[src/hdl/cht_pkg.sv]
`default_nettype none

package cht_pkg;

  // Fixed field widths of the request and response beats.
  localparam int unsigned KIND_W   = 2;
  localparam int unsigned KEY_W    = 31;
  localparam int unsigned STATUS_W = 3;
  localparam int unsigned BUCKET_W = 4;

  // The bucket remainder is a reciprocal multiply step, then a
  // multiply back and a subtract.
  localparam int unsigned HASH_STEPS = 2;
  localparam int unsigned HASH_CNT_W = $clog2(HASH_STEPS);

  typedef enum logic [KIND_W-1:0] {
    KIND_INSERT = 2'd0,
    KIND_SEARCH = 2'd1,
    KIND_DELETE = 2'd2
  } kind_e;

  typedef enum logic [STATUS_W-1:0] {
    STATUS_INSERTED  = 3'd0,
    STATUS_DUPLICATE = 3'd1,
    STATUS_FOUND     = 3'd2,
    STATUS_NOT_FOUND = 3'd3,
    STATUS_FULL      = 3'd4
  } status_e;

  // Commands from the controller to the datapath.
  typedef struct packed {
    logic in_ready;
    logic load;
    logic clear_step;
    logic hash_step;
    logic walk_start;
    logic walk_step;
    logic commit;
  } cht_cmd_t;

  // Status from the datapath back to the controller.
  typedef struct packed {
    logic in_valid;
    logic clear_last;
    logic hash_last;
    logic walk_stop;
    logic out_free;
  } cht_sts_t;

endpackage

`default_nettype wire

[src/hdl/cht_if.sv]
`default_nettype none

// Request channel: one operation and its key per beat.
interface cht_req_if;
  logic                        valid;
  logic                        ready;
  logic [cht_pkg::KIND_W-1:0]  kind;
  logic [cht_pkg::KEY_W-1:0]   key;

  modport source (output valid, output kind, output key, input ready);
  modport sink   (input valid, input kind, input key, output ready);
endinterface

// Response channel: one status and bucket per beat.
interface cht_rsp_if;
  logic                          valid;
  logic                          ready;
  logic [cht_pkg::STATUS_W-1:0]  status;
  logic [cht_pkg::BUCKET_W-1:0]  bucket;

  modport source (output valid, output status, output bucket, input ready);
  modport sink   (input valid, input status, input bucket, output ready);
endinterface

`default_nettype wire

[src/hdl/cht_ram.sv]
`default_nettype none

module cht_ram #(
  parameter int unsigned WIDTH = 8,
  parameter int unsigned DEPTH = 16
) (
  input  wire logic                                       clk_i,
  input  wire logic                                       we_i,
  input  wire logic [((DEPTH > 1) ? $clog2(DEPTH) : 1)-1:0] waddr_i,
  input  wire logic [WIDTH-1:0]                           wdata_i,
  input  wire logic [((DEPTH > 1) ? $clog2(DEPTH) : 1)-1:0] raddr_i,
  output logic      [WIDTH-1:0]                           rdata_o
);

  logic [WIDTH-1:0] mem_q [DEPTH];

  // One write port and one read port with registered read data.
  always_ff @(posedge clk_i) begin
    if (we_i) begin
      mem_q[waddr_i] <= wdata_i;
    end
    rdata_o <= mem_q[raddr_i];
  end

endmodule

`default_nettype wire

[src/hdl/cht_ctrl.sv]
`default_nettype none

module cht_ctrl (
  input  wire logic              clk_i,
  input  wire logic              rst_ni,
  input  wire cht_pkg::cht_sts_t sts_i,
  output cht_pkg::cht_cmd_t      cmd_o
);

  typedef enum logic [6:0] {
    ST_CLEAR = 7'b0000001,
    ST_IDLE  = 7'b0000010,
    ST_HASH  = 7'b0000100,
    ST_HEAD  = 7'b0001000,
    ST_FIRST = 7'b0010000,
    ST_WALK  = 7'b0100000,
    ST_ACT   = 7'b1000000
  } state_e;

  state_e state_q, state_d;

  // Sequencing of one request: hash, head read, chain walk, update.
  always_comb begin
    state_d = state_q;
    cmd_o   = '0;
    unique case (state_q)
      ST_CLEAR: begin
        cmd_o.clear_step = 1'b1;
        if (sts_i.clear_last) state_d = ST_IDLE;
      end
      ST_IDLE: begin
        cmd_o.in_ready = 1'b1;
        if (sts_i.in_valid) begin
          cmd_o.load = 1'b1;
          state_d    = ST_HASH;
        end
      end
      ST_HASH: begin
        cmd_o.hash_step = 1'b1;
        if (sts_i.hash_last) state_d = ST_HEAD;
      end
      ST_HEAD: begin
        state_d = ST_FIRST;
      end
      ST_FIRST: begin
        cmd_o.walk_start = 1'b1;
        state_d          = ST_WALK;
      end
      ST_WALK: begin
        cmd_o.walk_step = 1'b1;
        if (sts_i.walk_stop) state_d = ST_ACT;
      end
      ST_ACT: begin
        if (sts_i.out_free) begin
          cmd_o.commit = 1'b1;
          state_d      = ST_IDLE;
        end
      end
      default: begin
        state_d = ST_CLEAR;
      end
    endcase
  end

  always_ff @(posedge clk_i or negedge rst_ni) begin
    if (!rst_ni) begin
      state_q <= ST_CLEAR;
    end else begin
      state_q <= state_d;
    end
  end

endmodule

`default_nettype wire

[src/hdl/cht_dp.sv]
`default_nettype none

module cht_dp #(
  parameter int unsigned NUM_BUCKETS = 16,
  parameter int unsigned NUM_NODES   = 64
) (
  input  wire logic                           clk_i,
  input  wire logic                           rst_ni,
  input  wire logic                           req_valid_i,
  input  wire logic [cht_pkg::KIND_W-1:0]     req_kind_i,
  input  wire logic [cht_pkg::KEY_W-1:0]      req_key_i,
  input  wire logic                           rsp_ready_i,
  input  wire cht_pkg::cht_cmd_t              cmd_i,
  output cht_pkg::cht_sts_t                   sts_o,
  output logic                                rsp_valid_o,
  output logic [cht_pkg::STATUS_W-1:0]        rsp_status_o,
  output logic [cht_pkg::BUCKET_W-1:0]        rsp_bucket_o
);

  // Bucket index, node index and link widths.
  localparam int unsigned BW = (NUM_BUCKETS > 1) ? $clog2(NUM_BUCKETS) : 1;
  localparam int unsigned AW = (NUM_NODES > 1) ? $clog2(NUM_NODES) : 1;
  localparam int unsigned LW = $clog2(NUM_NODES + 1);
  localparam int unsigned NW = cht_pkg::KEY_W + LW;

  // Reciprocal of the bucket count, exact for every key below 2**KEY_W.
  localparam int unsigned DIV_SH = cht_pkg::KEY_W + $clog2(NUM_BUCKETS);
  localparam longint unsigned RECIP_FULL =
    ((64'd1 << DIV_SH) + 64'(NUM_BUCKETS) - 64'd1) / 64'(NUM_BUCKETS);
  localparam logic [31:0] RECIP = 32'(RECIP_FULL);
  localparam logic [cht_pkg::KEY_W-1:0] BUCKETS_K = cht_pkg::KEY_W'(NUM_BUCKETS);

  localparam logic [BW-1:0] LAST_BKT   = BW'(NUM_BUCKETS - 1);
  localparam logic [LW-1:0] NULL_LINK  = LW'(NUM_NODES);
  localparam logic [cht_pkg::HASH_CNT_W-1:0] LAST_HASH =
    cht_pkg::HASH_CNT_W'(cht_pkg::HASH_STEPS - 1);

  // Request registers.
  logic [cht_pkg::KIND_W-1:0]     kind_q;
  logic [cht_pkg::KEY_W-1:0]      key_q;
  logic [cht_pkg::KEY_W-1:0]      quot_q, quot_d;
  logic [BW-1:0]                  rem_q, rem_d;
  logic [cht_pkg::HASH_CNT_W-1:0] hcnt_q;
  logic [BW-1:0]                  clr_cnt_q;

  // Remainder datapath.
  logic [cht_pkg::KEY_W+31:0]     quot_prod;
  logic [cht_pkg::KEY_W-1:0]      quot_back, rem_full;

  // Walk registers.
  logic [LW-1:0]                  cur_q, prev_q, head_q, hit_next_q, steps_q;
  logic [cht_pkg::KEY_W-1:0]      prev_key_q;
  logic                           prev_valid_q, hit_q;

  // Allocation state: a stack of freed nodes and a count of never-used nodes.
  logic [LW-1:0]                  sp_q, fresh_q;

  // Response register.
  logic                           out_valid_q;
  logic [cht_pkg::STATUS_W-1:0]   out_status_q;
  logic [BW+3:0]                  out_bkt_q;

  // Memory ports.
  logic                           head_we, node_we, stk_we;
  logic [BW-1:0]                  head_waddr;
  logic [LW-1:0]                  head_wdata, head_rdata;
  logic [AW-1:0]                  node_waddr, node_raddr, stk_raddr;
  logic [NW-1:0]                  node_wdata, node_rdata;
  logic [AW-1:0]                  stk_rdata;

  logic [cht_pkg::KEY_W-1:0]      rd_key;
  logic [LW-1:0]                  rd_next;
  logic                           walk_live, walk_match;
  logic                           alloc_pop, alloc_ok;
  logic [AW-1:0]                  alloc_node;
  cht_pkg::status_e               status_d;
  logic                           do_insert, do_delete;

  // Remainder: the quotient from a reciprocal multiply, then key minus
  // quotient times the bucket count in the following cycle.
  assign quot_prod = {{32{1'b0}}, key_q} * {{cht_pkg::KEY_W{1'b0}}, RECIP};
  assign quot_d    = cht_pkg::KEY_W'(quot_prod >> DIV_SH);
  assign quot_back = quot_q * BUCKETS_K;
  assign rem_full  = key_q - quot_back;
  assign rem_d     = rem_full[BW-1:0];

  // Chain walk compare on the node just read.
  assign rd_key     = node_rdata[NW-1:LW];
  assign rd_next    = node_rdata[LW-1:0];
  assign walk_live  = (cur_q < NULL_LINK) && (steps_q < NULL_LINK);
  assign walk_match = walk_live && (rd_key == key_q);

  // Node allocation: reuse a freed node first, then take a fresh one.
  assign alloc_pop  = (sp_q != '0);
  assign alloc_ok   = alloc_pop || (fresh_q < NULL_LINK);
  assign alloc_node = alloc_pop ? stk_rdata : fresh_q[AW-1:0];
  assign stk_raddr  = AW'(sp_q - LW'(1));

  // Outcome of the request once the walk has ended.
  always_comb begin
    status_d  = cht_pkg::STATUS_NOT_FOUND;
    do_insert = 1'b0;
    do_delete = 1'b0;
    unique case (kind_q)
      cht_pkg::KIND_INSERT: begin
        if (hit_q) begin
          status_d = cht_pkg::STATUS_DUPLICATE;
        end else if (alloc_ok) begin
          status_d  = cht_pkg::STATUS_INSERTED;
          do_insert = 1'b1;
        end else begin
          status_d = cht_pkg::STATUS_FULL;
        end
      end
      cht_pkg::KIND_SEARCH: begin
        status_d = hit_q ? cht_pkg::STATUS_FOUND : cht_pkg::STATUS_NOT_FOUND;
      end
      cht_pkg::KIND_DELETE: begin
        if (hit_q) begin
          status_d  = cht_pkg::STATUS_FOUND;
          do_delete = 1'b1;
        end
      end
      default: begin
        status_d = cht_pkg::STATUS_NOT_FOUND;
      end
    endcase
  end

  // Head table writes: clearing pass, new head on insert, unlink at head.
  always_comb begin
    head_we    = 1'b0;
    head_waddr = rem_q[BW-1:0];
    head_wdata = NULL_LINK;
    if (cmd_i.clear_step) begin
      head_we    = 1'b1;
      head_waddr = clr_cnt_q;
    end else if (cmd_i.commit && do_insert) begin
      head_we    = 1'b1;
      head_wdata = LW'(alloc_node);
    end else if (cmd_i.commit && do_delete && !prev_valid_q) begin
      head_we    = 1'b1;
      head_wdata = hit_next_q;
    end
  end

  // Node writes: new node on insert, relink of the predecessor on delete.
  always_comb begin
    node_we    = 1'b0;
    node_waddr = alloc_node;
    node_wdata = {key_q, head_q};
    if (cmd_i.commit && do_insert) begin
      node_we = 1'b1;
    end else if (cmd_i.commit && do_delete && prev_valid_q) begin
      node_we    = 1'b1;
      node_waddr = prev_q[AW-1:0];
      node_wdata = {prev_key_q, hit_next_q};
    end
  end

  assign node_raddr = cmd_i.walk_start ? head_rdata[AW-1:0] : rd_next[AW-1:0];
  assign stk_we     = cmd_i.commit && do_delete;

  cht_ram #(.WIDTH(LW), .DEPTH(NUM_BUCKETS)) u_head_ram (
    .clk_i   (clk_i),
    .we_i    (head_we),
    .waddr_i (head_waddr),
    .wdata_i (head_wdata),
    .raddr_i (rem_q[BW-1:0]),
    .rdata_o (head_rdata)
  );

  cht_ram #(.WIDTH(NW), .DEPTH(NUM_NODES)) u_node_ram (
    .clk_i   (clk_i),
    .we_i    (node_we),
    .waddr_i (node_waddr),
    .wdata_i (node_wdata),
    .raddr_i (node_raddr),
    .rdata_o (node_rdata)
  );

  cht_ram #(.WIDTH(AW), .DEPTH(NUM_NODES)) u_free_stack (
    .clk_i   (clk_i),
    .we_i    (stk_we),
    .waddr_i (sp_q[AW-1:0]),
    .wdata_i (cur_q[AW-1:0]),
    .raddr_i (stk_raddr),
    .rdata_o (stk_rdata)
  );

  // Request capture, remainder steps, chain walk and response data registers.
  always_ff @(posedge clk_i) begin
    if (cmd_i.load) begin
      kind_q <= req_kind_i;
      key_q  <= req_key_i;
      rem_q  <= '0;
    end else if (cmd_i.hash_step) begin
      if (hcnt_q == LAST_HASH) begin
        rem_q <= rem_d;
      end else begin
        quot_q <= quot_d;
      end
    end
    if (cmd_i.walk_start) begin
      cur_q        <= head_rdata;
      head_q       <= head_rdata;
      steps_q      <= '0;
      prev_valid_q <= 1'b0;
      hit_q        <= 1'b0;
    end else if (cmd_i.walk_step) begin
      if (walk_match) begin
        hit_q      <= 1'b1;
        hit_next_q <= rd_next;
      end else if (walk_live) begin
        prev_q       <= cur_q;
        prev_key_q   <= rd_key;
        prev_valid_q <= 1'b1;
        cur_q        <= rd_next;
        steps_q      <= steps_q + LW'(1);
      end
    end
    if (cmd_i.commit) begin
      out_status_q <= status_d;
      out_bkt_q    <= {4'd0, rem_q[BW-1:0]};
    end
  end

  // Control counters, allocation state and response valid.
  always_ff @(posedge clk_i or negedge rst_ni) begin
    if (!rst_ni) begin
      hcnt_q      <= '0;
      clr_cnt_q   <= '0;
      sp_q        <= '0;
      fresh_q     <= '0;
      out_valid_q <= 1'b0;
    end else begin
      if (cmd_i.load) begin
        hcnt_q <= '0;
      end else if (cmd_i.hash_step) begin
        hcnt_q <= hcnt_q + cht_pkg::HASH_CNT_W'(1);
      end
      if (cmd_i.clear_step) begin
        clr_cnt_q <= clr_cnt_q + BW'(1);
      end
      if (cmd_i.commit && do_insert) begin
        if (alloc_pop) begin
          sp_q <= sp_q - LW'(1);
        end else begin
          fresh_q <= fresh_q + LW'(1);
        end
      end else if (stk_we) begin
        sp_q <= sp_q + LW'(1);
      end
      if (cmd_i.commit) begin
        out_valid_q <= 1'b1;
      end else if (rsp_ready_i) begin
        out_valid_q <= 1'b0;
      end
    end
  end

  assign sts_o.in_valid   = req_valid_i;
  assign sts_o.clear_last = (clr_cnt_q == LAST_BKT);
  assign sts_o.hash_last  = (hcnt_q == LAST_HASH);
  assign sts_o.walk_stop  = walk_match || !walk_live;
  assign sts_o.out_free   = !out_valid_q || rsp_ready_i;

  assign rsp_valid_o  = out_valid_q;
  assign rsp_status_o = out_status_q;
  assign rsp_bucket_o = out_bkt_q[cht_pkg::BUCKET_W-1:0];

endmodule

`default_nettype wire

[src/hdl/chained_hash_table_top.sv]
// Hash set of 31-bit keys with separate chaining over a fixed node pool.
// Request beats on req_i carry an operation (insert, search, delete) and a
// key; each request yields exactly one response beat on rsp_o with a status
// and the key's bucket (key modulo NUM_BUCKETS, low four bits).
// One request is in flight at a time. After acceptance a request passes
// through the bucket remainder unit (a reciprocal multiply, then a multiply
// back and a subtract), a read of the chain head, a fetch of its first
// node, and the chain walk, which reads one node per cycle from the node
// memory's single read port, and then commits to the response register.
// After reset the head table is cleared in a pass over all NUM_BUCKETS
// entries, during which req_i.ready stays low; all nodes start free.
// The response sits in an output register. The next request is accepted
// while that response waits; if rsp_o is still stalled when the next
// result is ready, the block holds it and commits no state change until
// the register frees up.
`default_nettype none

module chained_hash_table_top #(
  parameter int unsigned NUM_BUCKETS = 16,
  parameter int unsigned NUM_NODES   = 64
) (
  input  wire logic   clk_i,
  input  wire logic   rst_ni,
  cht_req_if.sink     req_i,
  cht_rsp_if.source   rsp_o
);

  cht_pkg::cht_cmd_t cmd;
  cht_pkg::cht_sts_t sts;

  cht_ctrl u_ctrl (
    .clk_i  (clk_i),
    .rst_ni (rst_ni),
    .sts_i  (sts),
    .cmd_o  (cmd)
  );

  cht_dp #(
    .NUM_BUCKETS (NUM_BUCKETS),
    .NUM_NODES   (NUM_NODES)
  ) u_dp (
    .clk_i        (clk_i),
    .rst_ni       (rst_ni),
    .req_valid_i  (req_i.valid),
    .req_kind_i   (req_i.kind),
    .req_key_i    (req_i.key),
    .rsp_ready_i  (rsp_o.ready),
    .cmd_i        (cmd),
    .sts_o        (sts),
    .rsp_valid_o  (rsp_o.valid),
    .rsp_status_o (rsp_o.status),
    .rsp_bucket_o (rsp_o.bucket)
  );

  assign req_i.ready = cmd.in_ready;

  // A new response only appears after a commit.
  a_rsp_from_commit: assert property (@(posedge clk_i) disable iff (!rst_ni)
    $rose(rsp_o.valid) |-> $past(cmd.commit))
    else $error("response beat without a commit");

  // A commit never overwrites a response that is still stalled.
  a_commit_free: assert property (@(posedge clk_i) disable iff (!rst_ni)
    cmd.commit |-> (!rsp_o.valid || rsp_o.ready))
    else $error("commit while the response register is busy");

  // Once a request beat is taken, no other is taken until it is done.
  a_one_in_flight: assert property (@(posedge clk_i) disable iff (!rst_ni)
    (req_i.valid && req_i.ready) |=> !req_i.ready)
    else $error("request accepted while another is in flight");

endmodule

`default_nettype wire

[src/flat_wrapper.sv]
// flat-port wrapper written by rule: the top's interface ports become plain ports
module chained_hash_table_top_flat 
#(
  parameter int unsigned NUM_BUCKETS = 16,
  parameter int unsigned NUM_NODES   = 64
)
  (clk_i, rst_ni, req_i_valid, req_i_kind, req_i_key, req_i_ready, rsp_o_valid, rsp_o_status, rsp_o_bucket, rsp_o_ready);
  cht_req_if req_i_i ();
  cht_rsp_if rsp_o_i ();
  input  wire logic clk_i;
  input  wire logic rst_ni;
  input wire logic [$bits(req_i_i.valid)-1:0] req_i_valid;
  input wire logic [$bits(req_i_i.kind)-1:0] req_i_kind;
  input wire logic [$bits(req_i_i.key)-1:0] req_i_key;
  output wire logic [$bits(req_i_i.ready)-1:0] req_i_ready;
  output wire logic [$bits(rsp_o_i.valid)-1:0] rsp_o_valid;
  output wire logic [$bits(rsp_o_i.status)-1:0] rsp_o_status;
  output wire logic [$bits(rsp_o_i.bucket)-1:0] rsp_o_bucket;
  input wire logic [$bits(rsp_o_i.ready)-1:0] rsp_o_ready;
  assign req_i_i.valid = req_i_valid;
  assign req_i_i.kind = req_i_kind;
  assign req_i_i.key = req_i_key;
  assign req_i_ready = req_i_i.ready;
  assign rsp_o_valid = rsp_o_i.valid;
  assign rsp_o_status = rsp_o_i.status;
  assign rsp_o_bucket = rsp_o_i.bucket;
  assign rsp_o_i.ready = rsp_o_ready;
  chained_hash_table_top #(.NUM_BUCKETS(NUM_BUCKETS), .NUM_NODES(NUM_NODES)) u_core (.clk_i(clk_i), .rst_ni(rst_ni), .req_i(req_i_i), .rsp_o(rsp_o_i));
endmodule
[config.mk]
export PLATFORM = sky130hd
export DESIGN_NAME = chained_hash_table_top_flat
export DESIGN_NICKNAME = d
export VERILOG_FILES = /design/src/hdl/cht_pkg.sv /design/src/hdl/cht_if.sv /design/src/hdl/cht_ram.sv /design/src/hdl/cht_ctrl.sv /design/src/hdl/cht_dp.sv /design/src/hdl/chained_hash_table_top.sv /design/src/flat_wrapper.sv
export SDC_FILE = /design/constraint.sdc
export NUM_CORES = 2
export LEC_CHECK = 0
export BUFFER_PORTS_ARGS = -buffer_cell sky130_fd_sc_hd__buf_4
export CAP_MARGIN = 5
export CORE_ASPECT_RATIO = 1.1
export CORE_UTILIZATION = 25
export DETAILED_ROUTE_END_ITERATION = 8
export SLEW_MARGIN = 40
export SYNTH_ARGS = -nofsm -noshare
export SYNTH_HDL_FRONTEND = slang
export SYNTH_SLANG_ARGS = --single-unit
[constraint.sdc]
create_clock -name clk_i -period 6.87 [get_ports clk_i]
set_input_delay 0.687 -clock clk_i [delete_from_list [all_inputs] [get_ports clk_i]]
set_output_delay 0.687 -clock clk_i [all_outputs]
set_load 0.005 [all_outputs]
==> summary.txt <==
Chip height -> 735.5 um
Final setup margin -> 1.759 ns
Post-synthesis sequential area ratio -> 75.91%
Worst Tran Pin Value -> 1.035 ns
Critical path class -> reg -> reg
Max-slew headroom -> 31.03%
Syn Nets -> 7,684
Crit path arrival time -> 5.63 ns
Reg2Reg Setup Slack -> 1.76 ns
Post-DP HPWL -> 203,400 um
Worst-path cell chain -> inv_1 > ha_4 > nand2b_1 > nor3_4 > mux2_2 > mux2i_1 > nor2b_1 > nand2_1 > nor2_4 > buf_4
F_max -> 195.7 MHz
Sequential power share -> 42.1%
Largest net degree at the start of global routing -> 194
Critical path required time -> 7.39 ns
H-tree levels -> 5
Post-synthesis compound-gate area fraction -> 8.976%
Fin cells -> 14,499
Post-synth top cells -> 3,026 x edfxtp_1, 688 x nand2_1, 556 x nand3_1, 469 x o21ai_0, 413 x clkbuf_1
CORE AREA -> 487,400 um^2
WL per Instance -> 24.19 um
Pwr dens -> 357.9 nW/um^2
Vias -> 71,975
Die Area -> 491,900 um^2
Main combinational cell family by area after synthesis -> compound AO/OA/AOI/OAI gates
Top FF cell, synth -> edfxtp_1
Final-stage net count -> 7,779
Fraction of registers with async set/reset -> 0.8662%
Tot Pwr -> 51.21 mW
Setup violators final -> 0
Peak supply drop -> 340.2 uV
Critical path depth in cells -> 10
First-pass GRT wire length -> 500,700 um
Simple-gate share of the synthesized area -> 6.046%
HP Class -> in -> reg
Post-Synth Adder-Cell Area -> 0.08186%
Post-Synthesis Cells -> 7,639
Post-synth EDFFs -> 3,026
Max Cap Viol -> 0
Congestion Overflow GR -> 0
Ys Warns -> 0
Status -> finished, final reports clean
Critical path's slowest cell -> nor2_4
Post-place setup slack -> 1.542 ns
Initial Util -> 25.09%
Xor-xnor portion of the synthesized cell area -> 0.3725%
CTS tree -> done
Vias/cell -> 4.964
# IOs -> 46
Avg Cell Area, Syn -> 16.01 um^2
Post-CTS resize count -> 0
Internal power -> 34.89 mW
Clk buf depth -> 4
Fin Hold WS -> 0.04118 ns
Flops & latches, synth -> 3,117
GPL Wtd Cong -> 0.8449
Comb power frac -> 23.9%
FF-to-FF path depth -> 10
Routed wire length -> 350,800 um
TritonCTS buffer count -> 330
Clock latency on the worst-skew pair -> 0.92 ns
IO Port Bufs -> 45
Mux cell area share after synthesis -> 6.676%
Iter 0 DRT Violations -> 10,445
# clock sinks -> 3,117
DRC -> 0
Worst path buffer plus inverter count -> 2
RSZ-0062 raised after global routing -> no
Area contributors post-synth -> edfxtp_1 74%, mux4_2 3.0%, nand3_1 2.3%
Switch share -> 31.87%
Post-Syn Area -> 122,300 um^2
Most common cell in the synthesized netlist -> edfxtp_1
Fillers -> 48,118
Reg clk slew, reported paths -> 0.06 ns
Crit path max-delay family -> simple AND/OR/NAND/NOR gates
NetSw -> 16.32 mW
Antenna violations before repair -> 18
Share of layout cells above drive strength 1 -> 14.58%
GRT Total Usage -> 13.62%
Leakage power total -> 45.14 nW
Synth cell types -> 76
Minimum clock period -> 5.111 ns
Placed Instances -> 13,862
Crit end category -> register
Final Hold Viols -> 0
Worst hold stages -> 1
Worst Skew -> 0.08796 ns
CTS Root Cell -> clkbuf_16
Clock share of power -> 34.0%
Die width -> 668.8 um
Critical path launch point type -> register
Vias in the first global route -> 68,466
Period utilization -> 74.39%
Critical path's largest stage delay -> 0.87 ns
Final setup TNS -> 0 ns
Layout area overhead -> 16.99%
Synth top area share -> 74.31%
Crit path max fanout -> 18
Slew Limit Fails -> 0
Site Rows -> 269
Pre-antenna DRT Iters -> 8
Antenna Nets Post-Route -> 0
Biggest area consumer among synthesized cells -> edfxtp_1
-- sequential cells by signal, indices dropped and copies added (netlist names), 6 cells and up --
register                          cells
u_core.u_dp.u_free_stack.rdata_o      6
u_core.u_dp.u_node_ram.rdata_o       38
u_core.u_dp.u_free_stack.mem_q      384
u_core.u_dp.fresh_q                   7
u_core.u_dp.prev_key_q               31
u_core.u_dp.sp_q                      7
u_core.u_ctrl.state_q                 7
u_core.u_dp.steps_q                   7
u_core.u_dp.key_q                    31
u_core.u_dp.head_q                    7
u_core.u_dp.u_head_ram.mem_q        112
u_core.u_dp.u_head_ram.rdata_o        7
u_core.u_dp.cur_q                     7
u_core.u_dp.prev_q                    6
u_core.u_dp.hit_next_q                7
u_core.u_dp.u_node_ram.mem_q       2432
-- kinds of logic (layout without fill, tap and decap cells) --
kind of cell               after synthesis  in the layout
DFF                                   3117           3117
AOI/OAI and AO/OA                     1663           1663
and+or+nand+nor                       1623           1623
muxes                                  593            593
buffers and inverters                  583            935
xor gates and xnor gates                52             52
adders and majority gates                8              8
other                                    0              4
-- stage by stage --
step           util [%]  instance area (um^2)
2_1_floorplan         -                122300
3_3_place_gp      26.97                131500
3_5_place_dp      27.07                131900
4_1_cts           29.29                142700
5_1_grt           29.35                143100
6_report          29.35                143100
-- what timing repair did --
item / CTS / global route
endpoints found under the hold margin: 58 / 0
hold buffers: 33 / 0
setup buffers: 0 / 0
-- routing by layer --
metal	share of wire (%)	up-vias	track usage [%]	wire (um)
li1	-	30516	-	-
met5	0.0068	-	0	24
met2	45	3485	21.04	159400
met4	2.2	4	3.085	7799
met3	9.9	492	2.845	34830
met1	42	37478	19.58	148700
-- power by group through the flow --
stage	sequential, mW	combinational, mW	clock [mW]
2_1_floorplan	21.6	7.19	0
3_3_place_gp	21.9	11.8	0
3_5_place_dp	21.9	12.0	0
4_1_cts	21.5	12.0	17.6
5_1_grt	21.6	12.8	18.3
6_report	21.5	12.3	17.4
-- final cells by class --
type	instances	area, um^2	area share [%]
Clock buffer	422	8757	6.121
Multi-Input combinational cell	3939	28320	19.80
Tap cell	6504	8138	5.689
Clock inverter	167	1694	1.184
Timing Repair Buffer	328	3231	2.258
Antenna cell	4	10.01	0.006997
Sequential cell	3117	92830	64.89
Inverter	18	75.07	0.05248
-- worst paths after layout --
| check | to | from |
|---|---|---|
| worst max-delay path | u_core.u_dp.u_node_ram.mem_q[47][33]$_DFFE_PP_ | u_core.u_dp.sp_q[0]$_DFFE_PN0P_ |
| worst min-delay path | u_core.u_dp.key_q[24]$_DFFE_PP_ | req_i_key[24] |
| worst max register to register | u_core.u_dp.u_node_ram.mem_q[47][33]$_DFFE_PP_ | u_core.u_dp.sp_q[0]$_DFFE_PN0P_ |
| worst min register to register | u_core.u_dp.prev_key_q[12]$_DFFE_PP_ | u_core.u_dp.u_node_ram.rdata_o[19]$_DFF_P_ |
| max in group asynchronous | u_core.u_ctrl.state_q[0]$_DFFE_PN1P_ | rst_ni |
| min in group asynchronous | u_core.u_dp.sp_q[5]$_DFFE_PN0P_ | rst_ni |
-- cell usage in the layout (no fill, tap or decap), types with 45 or more instances in the layout --
cell type,count
a2111o_1,77
a211oi_1,76
a21o_1,112
a21oi_1,359
a221oi_1,75
a31oi_1,155
a32oi_1,148
and3_1,79
buf_12,46
buf_4,230
clkbuf_1,80
clkbuf_16,334
clkinv_1,66
clkinv_2,45
dfxtp_1,61
edfxtp_1,3026
mux2_2,109
mux2i_1,271
mux4_2,161
nand2_1,682
nand3_1,554
nand4_1,56
nor2_1,103
nor2_4,65
o21ai_0,465
No activity file was read; power rests on OpenSTA's default activity.
